**config.mk**
```make
export PLATFORM = sky130hd
export DESIGN_NAME = line_sensor_position
export DESIGN_NICKNAME = d
export VERILOG_FILES = /design/src/rtl/lsp_pkg.sv /design/src/rtl/lsp_div.sv /design/src/rtl/lsp_lane.sv /design/src/rtl/lsp_merge.sv /design/src/rtl/line_sensor_position.sv
export SDC_FILE = /design/constraint.sdc
export NUM_CORES = 2
export LEC_CHECK = 0
export BUFFER_PORTS_ARGS = -buffer_cell sky130_fd_sc_hd__buf_2
export CAP_MARGIN = 15
export CORE_MARGIN = 5
export CORE_UTILIZATION = 40
export CTS_CLUSTER_DIAMETER = 200
export CTS_CLUSTER_SIZE = 40
export DETAILED_ROUTE_END_ITERATION = 12
export HOLD_SLACK_MARGIN = 0.03
export PLACE_DENSITY = 0.63
export SLEW_MARGIN = 20
export SYNTH_ARGS = -nofsm -noshare
export SYNTH_HDL_FRONTEND = slang
export SYNTH_SLANG_ARGS = --single-unit
```
**constraint.sdc**
```tcl
create_clock -name clock -period 21.4 [get_ports clock]
set_input_delay 2.14 -clock clock [delete_from_list [all_inputs] [get_ports clock]]
set_output_delay 2.14 -clock clock [all_outputs]
set_load 0.01 [all_outputs]
```
**src/rtl/lsp_pkg.sv**
```systemverilog
// ----------------------------------------------------------------------------
// lsp_pkg
// Shared constants and types of the line sensor position block.
// ----------------------------------------------------------------------------
package lsp_pkg;

   localparam int CHANNELS   = 6;
   localparam int FULL_SCALE = 1000;
   localparam int TIMEOUT_US = 2500;
   localparam int LINE_MAX   = (CHANNELS - 1) * FULL_SCALE;

   localparam int RAW_W  = 12;
   localparam int CAL_W  = 10;
   localparam int POS_W  = 13;
   localparam int CMD_W  = 2;
   localparam int CSR_W  = 10;
   localparam int IDX_W  = 1;
   // 12-bit difference times 1000 fits in 22 bits
   localparam int NUM_W  = RAW_W + CAL_W;
   // sum of cal*i*1000 over channels: 6*1000*5000 < 2^25
   localparam int WSUM_W = 25;
   // sum of cal over channels: 6*1000 < 2^13
   localparam int TSUM_W = 13;

   localparam logic [CMD_W-1:0] CMD_START   = 2'd0;
   localparam logic [CMD_W-1:0] CMD_SAMPLE  = 2'd1;
   localparam logic [CMD_W-1:0] CMD_MEASURE = 2'd2;

   localparam logic [IDX_W-1:0] REG_COUNT_LEVEL = 1'b0;
   localparam logic [IDX_W-1:0] REG_LINE_LEVEL  = 1'b1;

   typedef logic [RAW_W-1:0] raw_type;
   typedef logic [CAL_W-1:0] cal_type;

   // Control handed from the sequencer to the lanes
   typedef struct packed {
      logic start;   // load numerator/denominator and begin division
   } lane_ctl_type;

endpackage

```
**src/rtl/lsp_div.sv**
```systemverilog
// ----------------------------------------------------------------------------
// lsp_div
// Restoring divider, one quotient bit per cycle.
// ----------------------------------------------------------------------------
module lsp_div (
   input  logic                       clock,
   input  logic                       reset,
   input  logic                       start,
   input  logic [lsp_pkg::WSUM_W-1:0] numer,
   input  logic [lsp_pkg::WSUM_W-1:0] denom,
   output logic                       done,
   output logic [lsp_pkg::WSUM_W-1:0] quot
);
   localparam int W = lsp_pkg::WSUM_W;

   logic [W-1:0]   quot_ff, quot_in;
   logic [W-1:0]   rem_ff, rem_in;
   logic [W-1:0]   den_ff, den_in;
   logic [4:0]     cnt_ff, cnt_in;
   logic           busy_ff, busy_in;
   logic           done_ff, done_in;
   logic [W:0]     trial;
   logic [W:0]     diff;

   always_comb begin
      quot_in = quot_ff;
      rem_in  = rem_ff;
      den_in  = den_ff;
      cnt_in  = cnt_ff;
      busy_in = busy_ff;
      done_in = 1'b0;
      trial   = {rem_ff, quot_ff[W-1]};
      diff    = trial - {1'b0, den_ff};
      if (start) begin
         quot_in = numer;
         rem_in  = '0;
         den_in  = denom;
         cnt_in  = 5'(W - 1);
         busy_in = 1'b1;
      end else if (busy_ff) begin
         if (!diff[W]) begin
            rem_in = diff[W-1:0];
            quot_in = {quot_ff[W-2:0], 1'b1};
         end else begin
            rem_in = trial[W-1:0];
            quot_in = {quot_ff[W-2:0], 1'b0};
         end
         cnt_in = cnt_ff - 5'd1;
         if (cnt_ff == 5'd0) begin
            busy_in = 1'b0;
            done_in = 1'b1;
         end
      end
   end

   always_ff @(posedge clock) begin
      quot_ff <= quot_in;
      rem_ff  <= rem_in;
      den_ff  <= den_in;
      cnt_ff  <= cnt_in;
      if (reset) begin
         busy_ff <= 1'b0;
         done_ff <= 1'b0;
      end else begin
         busy_ff <= busy_in;
         done_ff <= done_in;
      end
   end

   assign done = done_ff;
   assign quot = quot_ff;
endmodule

```
**src/rtl/lsp_lane.sv**
```systemverilog
// ----------------------------------------------------------------------------
// lsp_lane
// One channel: calibration bounds and scaling of a reading to 0..FULL_SCALE.
// ----------------------------------------------------------------------------
module lsp_lane (
   input  logic                  clock,
   input  logic                  reset,
   input  logic                  cal_load,
   input  logic                  cal_widen,
   input  lsp_pkg::lane_ctl_type ctl,
   input  lsp_pkg::raw_type      raw,
   output logic                  done,
   output lsp_pkg::cal_type      cal
);
   lsp_pkg::raw_type min_ff, min_in, max_ff, max_in;
   logic [lsp_pkg::WSUM_W-1:0] numer, denom, quot;
   logic zero_ff, zero_in;
   logic [lsp_pkg::NUM_W-1:0] prod;

   always_comb begin
      min_in = min_ff;
      max_in = max_ff;
      if (cal_load) begin
         min_in = raw;
         max_in = raw;
      end else if (cal_widen) begin
         if (raw < min_ff) min_in = raw;
         if (raw > max_ff) max_in = raw;
      end
   end

   assign prod  = lsp_pkg::NUM_W'(raw - min_ff) * lsp_pkg::NUM_W'(lsp_pkg::FULL_SCALE);
   assign numer = lsp_pkg::WSUM_W'(prod);
   assign denom = lsp_pkg::WSUM_W'(max_ff - min_ff);
   assign zero_in = ctl.start ? ((max_ff <= min_ff) || (raw <= min_ff)) : zero_ff;

   lsp_div u_div (
      .clock (clock),
      .reset (reset),
      .start (ctl.start),
      .numer (numer),
      .denom (denom),
      .done  (done),
      .quot  (quot)
   );

   always_comb begin
      if (zero_ff)
         cal = '0;
      else if (quot > lsp_pkg::WSUM_W'(lsp_pkg::FULL_SCALE))
         cal = lsp_pkg::CAL_W'(lsp_pkg::FULL_SCALE);
      else
         cal = quot[lsp_pkg::CAL_W-1:0];
   end

   always_ff @(posedge clock) begin
      zero_ff <= zero_in;
      if (reset) begin
         min_ff <= lsp_pkg::RAW_W'(lsp_pkg::TIMEOUT_US);
         max_ff <= '0;
      end else begin
         min_ff <= min_in;
         max_ff <= max_in;
      end
   end
endmodule

```
**src/rtl/lsp_merge.sv**
```systemverilog
// ----------------------------------------------------------------------------
// lsp_merge
// Accumulates the lane results one channel a cycle; when the line is seen,
// divides for the weighted mean position, else gives the end nearest the last fix.
// ----------------------------------------------------------------------------
module lsp_merge (
   input  logic                             clock,
   input  logic                             reset,
   input  logic                             start,
   input  lsp_pkg::cal_type                 cal [lsp_pkg::CHANNELS],
   input  logic [lsp_pkg::CSR_W-1:0]        count_level,
   input  logic [lsp_pkg::CSR_W-1:0]        line_level,
   output logic                             done,
   output logic [lsp_pkg::POS_W-1:0]        position,
   output logic                             on_line
);
   localparam int CH_W = $clog2(lsp_pkg::CHANNELS);

   logic [CH_W-1:0]            ch_ff, ch_in;
   logic                       acc_ff, acc_in;
   logic                       wait_ff, wait_in;
   logic [lsp_pkg::WSUM_W-1:0] wsum_ff, wsum_in;
   logic [lsp_pkg::TSUM_W-1:0] tsum_ff, tsum_in;
   logic                       seen_ff, seen_in;
   logic [lsp_pkg::POS_W-1:0]  held_ff, held_in;
   logic [lsp_pkg::POS_W-1:0]  pos_ff, pos_in;
   logic                       online_ff, online_in;
   logic                       done_ff, done_in;
   lsp_pkg::cal_type           cur;
   logic [lsp_pkg::WSUM_W-1:0] wt;
   logic                       div_start, div_done;
   logic [lsp_pkg::WSUM_W-1:0] quot;

   assign cur = cal[ch_ff];
   assign wt  = lsp_pkg::WSUM_W'(ch_ff) * lsp_pkg::WSUM_W'(lsp_pkg::FULL_SCALE);

   always_comb begin
      ch_in     = ch_ff;
      acc_in    = acc_ff;
      wait_in   = wait_ff;
      wsum_in   = wsum_ff;
      tsum_in   = tsum_ff;
      seen_in   = seen_ff;
      held_in   = held_ff;
      pos_in    = pos_ff;
      online_in = online_ff;
      done_in   = 1'b0;
      div_start = 1'b0;
      if (start) begin
         ch_in   = '0;
         acc_in  = 1'b1;
         wsum_in = '0;
         tsum_in = '0;
         seen_in = 1'b0;
      end else if (acc_ff) begin
         if (cur > count_level) begin
            // one multiplier per cycle: cal times a small channel weight
            wsum_in = wsum_ff + lsp_pkg::WSUM_W'(cur) * wt;
            tsum_in = tsum_ff + lsp_pkg::TSUM_W'(cur);
            if (cur > line_level) seen_in = 1'b1;
         end
         ch_in = ch_ff + 1'b1;
         if (ch_ff == CH_W'(lsp_pkg::CHANNELS - 1)) begin
            acc_in = 1'b0;
            if (seen_in && tsum_in != '0) begin
               div_start = 1'b1;
               wait_in   = 1'b1;
            end else begin
               online_in = 1'b0;
               pos_in = (held_ff < lsp_pkg::POS_W'(lsp_pkg::LINE_MAX / 2)) ?
                        '0 : lsp_pkg::POS_W'(lsp_pkg::LINE_MAX);
               done_in = 1'b1;
            end
         end
      end else if (wait_ff && div_done) begin
         wait_in   = 1'b0;
         pos_in    = quot[lsp_pkg::POS_W-1:0];
         held_in   = quot[lsp_pkg::POS_W-1:0];
         online_in = 1'b1;
         done_in   = 1'b1;
      end
   end

   lsp_div u_div (
      .clock (clock),
      .reset (reset),
      .start (div_start),
      .numer (wsum_in),
      .denom (lsp_pkg::WSUM_W'(tsum_in)),
      .done  (div_done),
      .quot  (quot)
   );

   always_ff @(posedge clock) begin
      ch_ff     <= ch_in;
      wsum_ff   <= wsum_in;
      tsum_ff   <= tsum_in;
      seen_ff   <= seen_in;
      pos_ff    <= pos_in;
      online_ff <= online_in;
      if (reset) begin
         acc_ff  <= 1'b0;
         wait_ff <= 1'b0;
         done_ff <= 1'b0;
         held_ff <= '0;
      end else begin
         acc_ff  <= acc_in;
         wait_ff <= wait_in;
         done_ff <= done_in;
         held_ff <= held_in;
      end
   end

   assign done     = done_ff;
   assign position = pos_ff;
   assign on_line  = online_ff;
endmodule

```
**src/rtl/line_sensor_position.sv**
```systemverilog
// ----------------------------------------------------------------------------
// line_sensor_position
// Weighted line position from a six-channel reflectance sensor array.
// ----------------------------------------------------------------------------
// Usage: the req_ channel carries a command and six raw discharge times.
// Commands start calibration and calibration sample update each channel's
// bounds in the cycle of acceptance and give no item on rsp_; they can be
// accepted one per cycle while req_ready is high. Measure gives one rsp_
// item with position, on_line and six calibrated values.
// A measure: six lanes scale their readings in parallel through bit-serial
// dividers, the merge stage sums the lanes one channel a cycle and, when
// the line is seen, runs a second divider for the mean. One item is in
// work at a time; req_ready is low from the acceptance of a measure until
// its result is in the output register, and a new measure waits until then.
// A stalled receiver holds the rsp_ item in the output register, and req_ready
// stays low while that item waits.
// Reset sets filters to 50 and 200, bounds to 2500/0 and held position to 0.
// csr_ writes land at once; write only while idle.
// ----------------------------------------------------------------------------
module line_sensor_position (
   input  logic                        clock,
   input  logic                        reset,
   input  logic                        req_valid,
   output logic                        req_ready,
   input  logic [lsp_pkg::CMD_W-1:0]   req_cmd,
   input  lsp_pkg::raw_type            req_raw_0,
   input  lsp_pkg::raw_type            req_raw_1,
   input  lsp_pkg::raw_type            req_raw_2,
   input  lsp_pkg::raw_type            req_raw_3,
   input  lsp_pkg::raw_type            req_raw_4,
   input  lsp_pkg::raw_type            req_raw_5,
   output logic                        rsp_valid,
   input  logic                        rsp_ready,
   output logic [lsp_pkg::POS_W-1:0]   rsp_position,
   output logic                        rsp_on_line,
   output lsp_pkg::cal_type            rsp_cal_0,
   output lsp_pkg::cal_type            rsp_cal_1,
   output lsp_pkg::cal_type            rsp_cal_2,
   output lsp_pkg::cal_type            rsp_cal_3,
   output lsp_pkg::cal_type            rsp_cal_4,
   output lsp_pkg::cal_type            rsp_cal_5,
   input  logic                        csr_write,
   input  logic [lsp_pkg::IDX_W-1:0]   csr_index,
   input  logic [lsp_pkg::CSR_W-1:0]   csr_data
);
   localparam int N = lsp_pkg::CHANNELS;

   logic [lsp_pkg::CSR_W-1:0] base_ff, online_flt_ff;
   logic                      busy_ff, busy_in;
   logic                      lanes_wait_ff, lanes_wait_in;
   logic                      accept, measure;
   lsp_pkg::lane_ctl_type     ctl;
   lsp_pkg::raw_type          raw [N];
   lsp_pkg::cal_type          cal [N];
   logic [N-1:0]              lane_done;
   logic                      m_done, m_on_line;
   logic [lsp_pkg::POS_W-1:0] m_pos;
   lsp_pkg::cal_type          out_cal_ff [N];
   logic [lsp_pkg::POS_W-1:0] out_pos_ff;
   logic                      out_on_ff;
   logic                      out_valid_ff;

   assign raw[0] = req_raw_0;
   assign raw[1] = req_raw_1;
   assign raw[2] = req_raw_2;
   assign raw[3] = req_raw_3;
   assign raw[4] = req_raw_4;
   assign raw[5] = req_raw_5;

   // Busy covers a measure from accept until its result moves to the output
   // register; that register must be free when the result arrives.
   assign req_ready = !busy_ff && !(out_valid_ff && !rsp_ready);
   assign accept    = req_valid && req_ready;
   assign measure   = accept && (req_cmd == lsp_pkg::CMD_MEASURE);
   assign ctl.start = measure;

   for (genvar g = 0; g < N; g++) begin : g_lane
      lsp_lane u_lane (
         .clock     (clock),
         .reset     (reset),
         .cal_load  (accept && req_cmd == lsp_pkg::CMD_START),
         .cal_widen (accept && req_cmd == lsp_pkg::CMD_SAMPLE),
         .ctl       (ctl),
         .raw       (raw[g]),
         .done      (lane_done[g]),
         .cal       (cal[g])
      );
   end

   lsp_merge u_merge (
      .clock       (clock),
      .reset       (reset),
      .start       (lanes_wait_ff && (&lane_done)),
      .cal         (cal),
      .count_level (base_ff),
      .line_level  (online_flt_ff),
      .done        (m_done),
      .position    (m_pos),
      .on_line     (m_on_line)
   );

   always_comb begin
      busy_in       = busy_ff;
      lanes_wait_in = lanes_wait_ff;
      if (measure) begin
         busy_in       = 1'b1;
         lanes_wait_in = 1'b1;
      end else if (lanes_wait_ff && (&lane_done)) begin
         lanes_wait_in = 1'b0;
      end
      // hold busy until the merge result moves to the output register
      if (m_done) busy_in = 1'b0;
   end

   always_ff @(posedge clock) begin
      if (m_done) begin
         out_pos_ff <= m_pos;
         out_on_ff  <= m_on_line;
         out_cal_ff <= cal;
      end
      if (reset) begin
         base_ff       <= lsp_pkg::CSR_W'(50);
         online_flt_ff <= lsp_pkg::CSR_W'(200);
         busy_ff       <= 1'b0;
         lanes_wait_ff <= 1'b0;
         out_valid_ff  <= 1'b0;
      end else begin
         if (csr_write) begin
            unique case (csr_index)
               lsp_pkg::REG_COUNT_LEVEL: base_ff       <= csr_data;
               lsp_pkg::REG_LINE_LEVEL:  online_flt_ff <= csr_data;
               default: ;
            endcase
         end
         busy_ff       <= busy_in;
         lanes_wait_ff <= lanes_wait_in;
         if (m_done)
            out_valid_ff <= 1'b1;
         else if (rsp_ready)
            out_valid_ff <= 1'b0;
      end
   end

   assign rsp_valid    = out_valid_ff;
   assign rsp_position = out_pos_ff;
   assign rsp_on_line  = out_on_ff;
   assign rsp_cal_0    = out_cal_ff[0];
   assign rsp_cal_1    = out_cal_ff[1];
   assign rsp_cal_2    = out_cal_ff[2];
   assign rsp_cal_3    = out_cal_ff[3];
   assign rsp_cal_4    = out_cal_ff[4];
   assign rsp_cal_5    = out_cal_ff[5];
endmodule

```
==> summary.md <==
| Metric | Value |
|---|---|
| Pins over their slew limit | `0` |
| Post-route total power | `11.4 mW` |
| Vias in the first global route | `49300` |
| Skew final | `0.0647 ns` |
| Post-synth EDFFs | `324` |
| Unrepaired setup endpoints after global routing | `false` |
| Startpoint Class | `flip-flop` |
| Initial Utilization | `0.403` |
| Mux share of post-synthesis cell area | `0.0542` |
| Crit-path slowest cell | `a2111oi_0` |
| Worst-margin pin slew | `1.09 ns` |
| 1st-pass router iterations | `7` |
| Die Height | `415 um` |
| Peak VDD IR | `0.000220 V` |
| Share of layout cells above drive strength 1 | `0.0461` |
| Largest area contributor in the netlist | `edfxtp_1` |
| Final period util | `0.475` |
| Routed WL | `157 mm` |
| Multi-input gate area | `0.0424 mm2` |
| CP max stage delay | `0.73 ns` |
| Most numerous cell in the Yosys netlist | `inv_1` |
| CTS resizes | `0` |
| Max Freq | `98.3 MHz` |
| H-tree depth | `1` |
| WHS | `0.437 ns` |
| Leak | `31.1 nW` |
| Adder-cell share of the synthesized area | `0.248` |
| Filler cell count | `16000` |
| Reg clk slew, reported paths | `0.14 ns` |
| Largest net degree at the start of global routing | `175` |
| IO buf count | `165` |
| Post-synth top area share | `0.148` |
| CTS Buf Count | `24` |
| Clock root buffer | `clkbuf_16` |
| GR Overflow Total | `0` |
| GRT Util Overall | `0.178` |
| Final Hold Vio Count | `0` |
| CP Max Fanout | `10` |
| CP endpoint kind | `flip-flop` |
| CP arrival | `10.59 ns` |
| Placed cell count | `9286` |
| Post-CTS setup buffers | `0` |
| Storage cell area | `0.0194 mm2` |
| Post-Syn Area | `0.0657 mm2` |
| Cell variety after synth | `100` |
| Final worst path period need | `10.17 ns` |
| Synth-to-layout area growth | `5.86%` |
| # DRC | `0` |
| Post-synthesis sequential area ratio | `0.295` |
| Setup_tns | `0 ns` |
| XOR/XNOR Fraction of Synth Area | `0.0567` |
| Synth top cells by count | `inv_1 (806), ha_1 (730), nor2_1 (711)` |
| Max Buffers Root-to-Sink | `3` |
| # clock sinks | `807` |
| Global-route wire length before repair | `257 mm` |
| Avg Vias per Cell | `5.28` |
| Rows | `148` |
| Avg Inst Size Synth | `9.22 um2` |
| Max cap viols | `0` |
| Placer Congestion | `0.885` |
| Required time of the critical path | `21.82 ns` |
| Yosys warning count | `0` |
| Critical path type | `flip-flop to flip-flop` |
| Syn_nets | `8299` |
| Ys flop type | `dfxtp_1` |
| Synth Area in Compound Gates | `0.146` |
| Status | `finished clean` |
| Finished Layout Cells | `9332` |
| Worst-Skew Late Latency | `0.71 ns` |
| Syn Inst Count | `7122` |
| Ys async rst share | `0` |
| Setup Viol. Count Final | `0` |
| Pwr Density | `164 mW/mm2` |
| Layout Nets | `8315` |
| Initial DRC Count | `2994` |
| Via count | `49300` |
| Hold WC Path Type | `flip-flop to flip-flop` |
| Ports | `166` |
| TritonCTS clock tree | `yes` |
| Post-synthesis register bit count | `807` |
| Routed length per placed instance | `16.9 um` |
| Final HPWL DP | `123 mm` |
| Main combinational cell family by area after synthesis | `adder cells` |
| Initial antenna violation count | `13` |
| Top cells by area, synth | `edfxtp_1 (15%), dfxtp_1 (15%), ha_1 (14%)` |
| Synth Area in Simple Gates | `0.140` |
| Slew margin rel. | `0.269` |
| Antenna-violating nets left | `0` |
| Post-layout util | `0.427` |
| Area of the core | `0.163 mm2` |
| Hold-fix buffers at CTS | `0` |
| Die X | `415 um` |
| DIE AREA | `0.172 mm2` |
-- per-stage QoR --
stage	worst slack (ns)	cell area [um2]
5_1_grt	10.70	69500
2_1_floorplan	12.55	65700
6_report	11.23	69500
4_1_cts	11.27	69500
3_3_place_gp	11.57	68700
3_5_place_dp	11.31	68700
-- metal layers --
layer	global-route usage	up-vias	wire length [um]
met5	0	-	26
met4	0.0351	4	3250
met3	0.0218	128	6940
met2	0.316	764	76100
met1	0.233	23700	71000
li1	-	24700	-
-- critical path, delay by kind of cell, from the launching register on --
family                     cells  cell delay (ns)
AOI/OAI and AO/OA             11             3.45
DFF                            1             0.40
adders and majority gates      7             2.69
muxes                          2             0.58
buffers and inverters          5             0.26
and+or+nand+nor               10             2.34
xor gates and xnor gates       1             0.18
-- report_power, final --
group	internal (mW)	total [mW]	switching (mW)
Sequential	1.88	2.05	0.168
Combinational	3.80	8.66	4.87
Clock	0.225	0.719	0.494
Total	5.90	11.4	5.53
-- flip-flops by register name (all words and copies together) (netlist names), 10 cells and up --
name and cells:
u_merge.wsum_ff 25, online_flt_ff 10, rsp_cal_0 10, u_merge.tsum_ff 13
base_ff 10, g_lane.u_lane.min_ff 72, g_lane.u_lane.u_div.cnt_ff 30, rsp_cal_2 10
rsp_cal_4 10, g_lane.u_lane.u_div.rem_ff 150, g_lane.u_lane.u_div.quot 150, rsp_cal_1 10
rsp_position 13, u_merge.u_div.den_ff 13, u_merge.u_div.quot 25, rsp_cal_3 10
g_lane.u_lane.u_div.den_ff 78, u_merge.held_ff 11, u_merge.u_div.rem_ff 25, u_merge.position 13
g_lane.u_lane.max_ff 72, rsp_cal_5 10
-- cells by family after synthesis --
group,count (synthesis)
AO/OA/AOI/OAI,1508
flip-flops,807
XOR/XNOR,421
buffers and inverters,1023
multiplexers,341
AND/OR/NAND/NOR,1935
adder cells (fa/ha/maj),1087
-- final timing paths --
check,startpoint,endpoint,slack (ns),cells past startpoint
max,g_lane[0].u_lane.u_div.quot[16],u_merge.u_div.quot[23],11.23,36
min,u_merge.position[2],rsp_position[2],0.44,0
max reg2reg,g_lane[0].u_lane.u_div.quot[16],u_merge.u_div.quot[23],11.23,36
min reg2reg,u_merge.position[2],rsp_position[2],0.44,0
-- placed cells by master, fill, tap and decap left out, types with 118 or more instances in the layout --
cell,Yosys,routed
inv_1,806,805
ha_1,730,730
nor2_1,711,710
dfxtp_1,483,474
a21oi_1,413,413
nand2_1,379,379
o21ai_0,364,364
fa_1,357,357
edfxtp_1,324,324
mux2i_1,298,298
xnor2_1,269,269
nand3_1,174,174
a21o_1,171,171
buf_2,16,164
xor2_1,147,146
nand2b_1,124,124
a211oi_1,118,118
-- cell type report --
cell class | count | area share
Tap cell | 2175 | 0.0391
Timing Repair Buffer | 206 | 0.0169
Clock buffer | 41 | 0.00970
Clock inverter | 3 | 0.000756
Sequential cell | 807 | 0.279
Multi-Input combinational cell | 5292 | 0.611
Inverter | 807 | 0.0437
Antenna cell | 1 | 0.0000360
Note: power is estimated with default switching activity, not from simulation.
